### src/hw/rtl/square_matrix_multiply_unit_assert.svh
// Assertion macros for the matrix multiply RTL.
`ifndef SQUARE_MATRIX_MULTIPLY_UNIT_ASSERT_SVH
`define SQUARE_MATRIX_MULTIPLY_UNIT_ASSERT_SVH

// Same-cycle implication, checked out of reset.
`define SMM_ASSERT_SAME(lbl, ante, cons) \
  lbl: assert property (@(posedge clk) disable iff (!rst_n) (ante) |-> (cons)) \
    else $error("same-cycle check failed");

// Next-cycle implication, checked out of reset.
`define SMM_ASSERT_NEXT(lbl, ante, cons) \
  lbl: assert property (@(posedge clk) disable iff (!rst_n) (ante) |=> (cons)) \
    else $error("next-cycle check failed");

`endif

### src/hw/rtl/smm_pkg.sv
// Shared widths, operation codes and control types of the matrix multiply unit.
package smm_pkg;

  localparam int MATRIX_SIZE_DEF = 8;
  localparam int OP_W            = 2;
  localparam int IDX_W           = 6;
  localparam int ELEM_W          = 16;
  localparam int MUL_W           = 2 * ELEM_W;
  localparam int PROD_W          = 38;

  typedef enum logic [OP_W-1:0] {
    OP_LOAD_A = 2'd0,
    OP_LOAD_B = 2'd1,
    OP_QUERY  = 2'd2
  } op_t;

  typedef struct packed {
    logic load_a;
    logic load_b;
    logic start;
    logic issue;
    logic finish;
  } cmd_t;

  typedef struct packed {
    logic in_range;
    logic pipe_empty;
    logic out_free;
  } sts_t;

endpackage

### src/hw/rtl/smm_if.sv
// Valid/ready channel interfaces for input and result transactions.
interface smm_in_if;
  logic                              valid;
  logic                              ready;
  logic        [smm_pkg::OP_W-1:0]   operation;
  logic        [smm_pkg::IDX_W-1:0]  row_index;
  logic        [smm_pkg::IDX_W-1:0]  col_index;
  logic signed [smm_pkg::ELEM_W-1:0] element_value;

  modport source (output valid, operation, row_index, col_index, element_value,
                  input ready);
  modport sink   (input valid, operation, row_index, col_index, element_value,
                  output ready);
endinterface

interface smm_out_if;
  logic                              valid;
  logic                              ready;
  logic signed [smm_pkg::PROD_W-1:0] product_value;
  logic                              index_error;

  modport source (output valid, product_value, index_error, input ready);
  modport sink   (input valid, product_value, index_error, output ready);
endinterface

### src/hw/rtl/smm_datapath.sv
// Element stores, multiply-accumulate pipeline and result register.
module smm_datapath #(
  parameter int MATRIX_SIZE = smm_pkg::MATRIX_SIZE_DEF
) (
  input  logic                              clk,
  input  logic                              rst_n,
  input  logic        [smm_pkg::IDX_W-1:0]  row_index,
  input  logic        [smm_pkg::IDX_W-1:0]  col_index,
  input  logic signed [smm_pkg::ELEM_W-1:0] element_value,
  input  smm_pkg::cmd_t                     cmd_i,
  output smm_pkg::sts_t                     sts_o,
  output logic                              out_valid,
  input  logic                              out_ready,
  output logic signed [smm_pkg::PROD_W-1:0] out_product_value,
  output logic                              out_index_error
);

  localparam int CELL_COUNT = MATRIX_SIZE * MATRIX_SIZE;
  localparam int ADDR_W     = (CELL_COUNT > 1) ? $clog2(CELL_COUNT) : 1;

  logic signed [smm_pkg::ELEM_W-1:0] mem_a [CELL_COUNT];
  logic signed [smm_pkg::ELEM_W-1:0] mem_b [CELL_COUNT];

  logic        [ADDR_W-1:0]          cell_addr;
  logic        [ADDR_W-1:0]          a_addr_r, a_addr_nxt;
  logic        [ADDR_W-1:0]          b_addr_r, b_addr_nxt;
  logic signed [smm_pkg::ELEM_W-1:0] a_q_r, b_q_r;
  logic signed [smm_pkg::MUL_W-1:0]  mul_r;
  logic signed [smm_pkg::PROD_W-1:0] acc_r, acc_nxt;
  logic                              err_r, err_nxt;
  logic                              rd_v_r, mul_v_r;
  logic                              out_valid_r, out_valid_nxt;
  logic signed [smm_pkg::PROD_W-1:0] out_prod_r;
  logic                              out_err_r;
  logic                              in_range;

  assign in_range  = (32'(row_index) < MATRIX_SIZE) && (32'(col_index) < MATRIX_SIZE);
  assign cell_addr = ADDR_W'(row_index) * ADDR_W'(MATRIX_SIZE) + ADDR_W'(col_index);

  always_ff @(posedge clk) begin
    if (cmd_i.load_a) begin
      mem_a[cell_addr] <= element_value;
    end
    if (cmd_i.issue) begin
      a_q_r <= mem_a[a_addr_r];
    end
  end

  always_ff @(posedge clk) begin
    if (cmd_i.load_b) begin
      mem_b[cell_addr] <= element_value;
    end
    if (cmd_i.issue) begin
      b_q_r <= mem_b[b_addr_r];
    end
  end

  always_comb begin
    a_addr_nxt = a_addr_r;
    b_addr_nxt = b_addr_r;
    acc_nxt    = acc_r;
    err_nxt    = err_r;
    if (cmd_i.start) begin
      a_addr_nxt = ADDR_W'(row_index) * ADDR_W'(MATRIX_SIZE);
      b_addr_nxt = ADDR_W'(col_index);
      acc_nxt    = '0;
      err_nxt    = !in_range;
    end else begin
      if (cmd_i.issue) begin
        a_addr_nxt = a_addr_r + ADDR_W'(1);
        b_addr_nxt = b_addr_r + ADDR_W'(MATRIX_SIZE);
      end
      if (mul_v_r) begin
        acc_nxt = acc_r + smm_pkg::PROD_W'(mul_r);
      end
    end
  end

  always_ff @(posedge clk) begin
    a_addr_r <= a_addr_nxt;
    b_addr_r <= b_addr_nxt;
    acc_r    <= acc_nxt;
    err_r    <= err_nxt;
    mul_r    <= a_q_r * b_q_r;
  end

  always_ff @(posedge clk) begin
    if (!rst_n) begin
      rd_v_r  <= 1'b0;
      mul_v_r <= 1'b0;
    end else begin
      rd_v_r  <= cmd_i.issue;
      mul_v_r <= rd_v_r;
    end
  end

  always_comb begin
    out_valid_nxt = out_valid_r;
    if (out_valid_r && out_ready) begin
      out_valid_nxt = 1'b0;
    end
    if (cmd_i.finish) begin
      out_valid_nxt = 1'b1;
    end
  end

  always_ff @(posedge clk) begin
    if (!rst_n) begin
      out_valid_r <= 1'b0;
    end else begin
      out_valid_r <= out_valid_nxt;
    end
  end

  always_ff @(posedge clk) begin
    if (cmd_i.finish) begin
      out_prod_r <= err_r ? '0 : acc_r;
      out_err_r  <= err_r;
    end
  end

  assign sts_o.in_range   = in_range;
  assign sts_o.pipe_empty = !rd_v_r && !mul_v_r;
  assign sts_o.out_free   = !out_valid_r || out_ready;

  assign out_valid         = out_valid_r;
  assign out_product_value = out_prod_r;
  assign out_index_error   = out_err_r;

endmodule

### src/hw/rtl/smm_ctrl.sv
// Sequencer for loads and product queries of the matrix multiply unit.
`include "square_matrix_multiply_unit_assert.svh"

module smm_ctrl #(
  parameter int MATRIX_SIZE = smm_pkg::MATRIX_SIZE_DEF
) (
  input  logic                     clk,
  input  logic                     rst_n,
  input  logic                     in_valid,
  input  logic [smm_pkg::OP_W-1:0] in_operation,
  output logic                     in_ready,
  input  smm_pkg::sts_t            sts_i,
  output smm_pkg::cmd_t            cmd_o
);

  localparam int K_W = (MATRIX_SIZE > 1) ? $clog2(MATRIX_SIZE) : 1;
  localparam logic [K_W-1:0] LAST = K_W'(MATRIX_SIZE - 1);

  typedef enum logic [2:0] {
    ST_IDLE  = 3'b001,
    ST_RUN   = 3'b010,
    ST_DRAIN = 3'b100
  } state_t;

  state_t         state_r, state_nxt;
  logic [K_W-1:0] cnt_r, cnt_nxt;
  logic           accept;

  assign in_ready = (state_r == ST_IDLE);
  assign accept   = in_valid && in_ready;

  always_comb begin
    state_nxt = state_r;
    cnt_nxt   = cnt_r;
    cmd_o     = '0;
    case (state_r)
      ST_IDLE: begin
        if (accept) begin
          case (in_operation)
            smm_pkg::OP_LOAD_A: cmd_o.load_a = sts_i.in_range;
            smm_pkg::OP_LOAD_B: cmd_o.load_b = sts_i.in_range;
            smm_pkg::OP_QUERY: begin
              cmd_o.start = 1'b1;
              cnt_nxt     = '0;
              state_nxt   = sts_i.in_range ? ST_RUN : ST_DRAIN;
            end
            default: ;
          endcase
        end
      end
      ST_RUN: begin
        cmd_o.issue = 1'b1;
        cnt_nxt     = cnt_r + K_W'(1);
        if (cnt_r == LAST) begin
          state_nxt = ST_DRAIN;
        end
      end
      ST_DRAIN: begin
        if (sts_i.pipe_empty && sts_i.out_free) begin
          cmd_o.finish = 1'b1;
          state_nxt    = ST_IDLE;
        end
      end
      default: state_nxt = ST_IDLE;
    endcase
  end

  always_ff @(posedge clk) begin
    if (!rst_n) begin
      state_r <= ST_IDLE;
      cnt_r   <= '0;
    end else begin
      state_r <= state_nxt;
      cnt_r   <= cnt_nxt;
    end
  end

  `SMM_ASSERT_SAME(a_finish_free, cmd_o.finish, sts_i.out_free && sts_i.pipe_empty)
  `SMM_ASSERT_SAME(a_load_idle, cmd_o.load_a || cmd_o.load_b, state_r == ST_IDLE && accept)
  `SMM_ASSERT_NEXT(a_last_issue, state_r == ST_RUN && cnt_r == LAST, state_r == ST_DRAIN)
  `SMM_ASSERT_NEXT(a_finish_idle, cmd_o.finish, state_r == ST_IDLE)

endmodule

### src/hw/rtl/square_matrix_multiply_unit.sv
// A load writes its store when it is accepted. A product query steps the single
// multiply-accumulate along the row and column, reading one A and one B element per cycle
// from the two stores, then waits for a free result register; an out-of-range query skips
// the multiply-accumulate. No new item is accepted until a query's result is registered.
// Reset: synchronous active-low rst_n clears control state; the element stores are not
// cleared and hold undefined data until loaded.
module square_matrix_multiply_unit #(
  parameter int MATRIX_SIZE = smm_pkg::MATRIX_SIZE_DEF
) (
  input  logic      clk,
  input  logic      rst_n,
  smm_in_if.sink    in_bus,
  smm_out_if.source out_bus
);

  smm_pkg::cmd_t cmd;
  smm_pkg::sts_t sts;

  smm_ctrl #(
    .MATRIX_SIZE(MATRIX_SIZE)
  ) u_ctrl (
    .clk          (clk),
    .rst_n        (rst_n),
    .in_valid     (in_bus.valid),
    .in_operation (in_bus.operation),
    .in_ready     (in_bus.ready),
    .sts_i        (sts),
    .cmd_o        (cmd)
  );

  smm_datapath #(
    .MATRIX_SIZE(MATRIX_SIZE)
  ) u_datapath (
    .clk               (clk),
    .rst_n             (rst_n),
    .row_index         (in_bus.row_index),
    .col_index         (in_bus.col_index),
    .element_value     (in_bus.element_value),
    .cmd_i             (cmd),
    .sts_o             (sts),
    .out_valid         (out_bus.valid),
    .out_ready         (out_bus.ready),
    .out_product_value (out_bus.product_value),
    .out_index_error   (out_bus.index_error)
  );

endmodule

### src/flat_wrapper.sv
// flat-port wrapper written by rule: the top's interface ports become plain ports
module square_matrix_multiply_unit_flat 
#(
  parameter int MATRIX_SIZE = smm_pkg::MATRIX_SIZE_DEF
)
  (clk, rst_n, in_bus_valid, in_bus_operation, in_bus_row_index, in_bus_col_index, in_bus_element_value, in_bus_ready, out_bus_valid, out_bus_product_value, out_bus_index_error, out_bus_ready);
  smm_in_if in_bus_i ();
  smm_out_if out_bus_i ();
  input  logic clk;
  input  logic rst_n;
  input wire logic [$bits(in_bus_i.valid)-1:0] in_bus_valid;
  input wire logic [$bits(in_bus_i.operation)-1:0] in_bus_operation;
  input wire logic [$bits(in_bus_i.row_index)-1:0] in_bus_row_index;
  input wire logic [$bits(in_bus_i.col_index)-1:0] in_bus_col_index;
  input wire logic [$bits(in_bus_i.element_value)-1:0] in_bus_element_value;
  output wire logic [$bits(in_bus_i.ready)-1:0] in_bus_ready;
  output wire logic [$bits(out_bus_i.valid)-1:0] out_bus_valid;
  output wire logic [$bits(out_bus_i.product_value)-1:0] out_bus_product_value;
  output wire logic [$bits(out_bus_i.index_error)-1:0] out_bus_index_error;
  input wire logic [$bits(out_bus_i.ready)-1:0] out_bus_ready;
  assign in_bus_i.valid = in_bus_valid;
  assign in_bus_i.operation = in_bus_operation;
  assign in_bus_i.row_index = in_bus_row_index;
  assign in_bus_i.col_index = in_bus_col_index;
  assign in_bus_i.element_value = in_bus_element_value;
  assign in_bus_ready = in_bus_i.ready;
  assign out_bus_valid = out_bus_i.valid;
  assign out_bus_product_value = out_bus_i.product_value;
  assign out_bus_index_error = out_bus_i.index_error;
  assign out_bus_i.ready = out_bus_ready;
  square_matrix_multiply_unit #(.MATRIX_SIZE(MATRIX_SIZE)) u_core (.clk(clk), .rst_n(rst_n), .in_bus(in_bus_i), .out_bus(out_bus_i));
endmodule
### config.mk
export PLATFORM = sky130hd
export DESIGN_NAME = square_matrix_multiply_unit_flat
export DESIGN_NICKNAME = d
export VERILOG_FILES = /design/src/hw/rtl/smm_pkg.sv /design/src/hw/rtl/smm_if.sv /design/src/hw/rtl/smm_datapath.sv /design/src/hw/rtl/smm_ctrl.sv /design/src/hw/rtl/square_matrix_multiply_unit.sv /design/src/flat_wrapper.sv
export VERILOG_INCLUDE_DIRS = /design/src /design/src/hw/rtl
export SDC_FILE = /design/constraint.sdc
export NUM_CORES = 2
export LEC_CHECK = 0
export ABC_AREA = 0
export BUFFER_PORTS_ARGS = -buffer_cell sky130_fd_sc_hd__buf_4
export CORE_MARGIN = 2
export CORE_UTILIZATION = 50
export CTS_CLUSTER_SIZE = 30
export DETAILED_ROUTE_END_ITERATION = 6
export GPL_TIMING_DRIVEN = 1
export PLACE_DENSITY = 0.69
export SLEW_MARGIN = 20
export SYNTH_ARGS = -nofsm -noshare
export SYNTH_HDL_FRONTEND = slang
export SYNTH_SLANG_ARGS = --single-unit
### constraint.sdc
create_clock -name clk -period 8.7 [get_ports clk]
set_input_delay 2.175 -clock clk [delete_from_list [all_inputs] [get_ports clk]]
set_output_delay 2.175 -clock clk [all_outputs]
set_load 0.02 [all_outputs]
==> metrics.txt <==
clk slew on worst S/H paths around 0.060 ns; endpoints failing setup 0; Slew Viols, Final 0; Post-synth top cells edfxtp_1, mux4_2, inv_1; largest net degree at the start of global routing ~130; final period demand of the worst path about 6.7 ns; DP HPWL between 100000 and 150000 um; Clock Sinks about 2200; placed insts 7316; synthesized area 95030 sq um; worst-case clock skew roughly 0.046 ns; post-layout util 0.5614; yosys warns 0; residual DRC count 0; top cells by area, synth edfxtp_1, mux4_2, fa_1; CTS Buf Count 210; fillcell total ~14000; final hold viol count 0; maximum vdd drop 0.2299 mV; Vias 46050; post-route ant nets 0; register area share after synthesis 0.6900; RSZ-0062 raised after global routing no; CTS tree yes; ys flop type edfxtp_1; core area 189600 sq um; DRT iter0 DRCs 5362; share of cells above drive strength 1 0.2437; area delta synth->final 11.99%; Port Buffer Count 74; Leakage between 30 and 40 nW; Total GRT Usage 0.2297; status finished clean; CP startpoint kind register; die area around 190000 sq um; postcts setup bufs 0; count of different cell masters after synthesis 66; Max H-tree Level 4; vias per cell a little under 6; final worst path period share 0.7712; EDFF count, synth between 2000 and 2500; Mapped Nets 5190; count of TritonRoute iterations in the first routing pass 5; post_cts resized 0; WS Path Type register to register; total gr overflow 0; post-synth top area share 0.6727; max_cap viols 0; Pwr Density a little over 200 nW/um^2; FF+latch count, synth 2211; most frequent CP cell fa_1; Crit path largest cell delay between 0.6 and 0.7 ns; total power approximately 21 mW; Die Y ~440 um; # hold bufs at CTS 0; CP Max Fanout 16; Req. time, crit path 9.48 ns; area leader, netlist edfxtp_1; FFs w/ async S/R, synth 0; row count 160; top-count cell post-synth edfxtp_1; later-pin clock latency in the skew report around 0.88 ns; I/O pins 75; CP max stage cell edfxtp_1; Initial Utilization 0.5013; initial antenna violation count 13; Mapped Cells 4768; die width around 440 um; clk root buf clkbuf_16; Worst Setup End Kind register; routed length per placed instance approximately 28 um; Worst Hold Slack between 0.4 and 0.5 ns; Mean Syn Cell Area 19.93 sq um; relative slew slack 0.2432; Non-Filler Instances around 7700; Setup TNS 0 ns; DRT Wirelength 218800 um; Fmax achieved about 150 MHz; Worst-Margin Slew about 1.1 ns; vias in the first global route 46580; first-pass GRT wire length 321000 um; Max Root-Sink Buffers 3; GP Congestion about 0.86; crit-path cells nand2_1 > inv_1 > fa_1 > inv_1 > fa_1 > fa_1 > inv_1 > fa_1 > fa_1 > inv_1 > fa_1 > inv_1 > ha_1 > a21o_1 > a21o_1 > a21oi_1 > o21ai_0 > o21a_1 > o21ai_0 > a211o_1 > or4b_2 > o211ai_1; worst path arrival time around 7.5 ns; worst min path class register to register; nets@finish ~5400
## critical path, delay by kind of cell, from the launching register on
family | cells | cell delay [ns]
adder cells (fa/ha/maj) | 7 | 3.38
AND/OR/NAND/NOR | 2 | 0.81
AO/OA/AOI/OAI | 8 | 1.46
buffers and inverters | 5 | 0.32
flip-flops | 1 | 0.63
## cell usage in the layout (no fill, tap or decap), types with 53 or more instances in the layout
master and count:
inv_1 293, and2_1 133, buf_4 249, nor2_1 205, nand2_1 173, a21oi_1 55
o21ai_0 53, edfxtp_1 2129, dfxtp_1 78, mux4_2 672, ha_1 124, fa_1 264
clkbuf_16 211
## cell type report
cell class,instances,area (sq um),area share
clock inverters,134,1593,0.01497
well taps,2511,3142,0.02952
inverters,294,1104,0.01037
repair buffers,257,2016,0.01894
diodes,6,15.01,0.0001411
clock buffers,258,5477,0.05146
multi-input cells,2044,27500,0.2584
flip-flops and latches,2211,65590,0.6162
## path summary, 6_finish.rpt
path / startpoint / endpoint / slack (ns) / cells after the start
worst min register to register: u_core.u_datapath.rd_v_r / u_core.u_datapath.mul_v_r / 0.45 / 1
worst max-delay path: u_core.u_datapath.b_q_r[1] / u_core.u_datapath.mul_r[25] / 1.99 / 22
worst min-delay path: u_core.u_datapath.rd_v_r / u_core.u_datapath.mul_v_r / 0.45 / 1
worst max register to register: u_core.u_datapath.b_q_r[1] / u_core.u_datapath.mul_r[25] / 1.99 / 22
## stage by stage
stage | setup slack, ns | area, sq um
after floorplan | 2.551 | 95030
after CTS | 1.998 | 106400
after detailed placement | 2.005 | 99330
final | 1.990 | 106400
after global routing | 1.673 | 106400
after global placement | 2.138 | 99330
## routing by layer
layer  vias to the layer above  track usage  routed length (um)
li1                      19290            -                   -
met1                     24510       0.3278               89600
met4                         2      0.07241                6453
met3                       335      0.04485               18230
met2                      1914       0.3613              104500
met5                         -            0                   9
## registers in the layout, summed over array words and instances (netlist names)
name and count:
u_core.u_datapath.mem_a 1024, u_core.u_datapath.mem_b 1024, u_core.u_datapath.acc_r 38, u_core.u_datapath.out_product_value 38, u_core.u_datapath.mul_r 32, u_core.u_datapath.a_q_r 16
u_core.u_datapath.b_q_r 16, u_core.u_datapath.a_addr_r 6, u_core.u_datapath.b_addr_r 6, u_core.u_ctrl.cnt_r 3, u_core.u_ctrl.state_r 3, u_core.u_datapath.err_r 1
u_core.u_datapath.mul_v_r 1, u_core.u_datapath.out_index_error 1, u_core.u_datapath.out_valid 1, u_core.u_datapath.rd_v_r 1
## report_power, final
| part | total [mW] | switching (mW) | internal, mW |
|---|---|---|---|
| clock | 9.31 | 3.99 | 5.31 |
| combinational | 0.487 | 0.344 | 0.143 |
| sequential | 11.7 | 0.00986 | 11.7 |
## cell families after synthesis
kind of cell | synth area share
and+or+nand+nor | 0.03392
muxes | 0.1621
AOI/OAI and AO/OA | 0.01375
DFF | 0.6900
xor gates and xnor gates | 0.007281
adders and majority gates | 0.07194
buffers and inverters | 0.02101
Power figures use the tool's default switching activity.
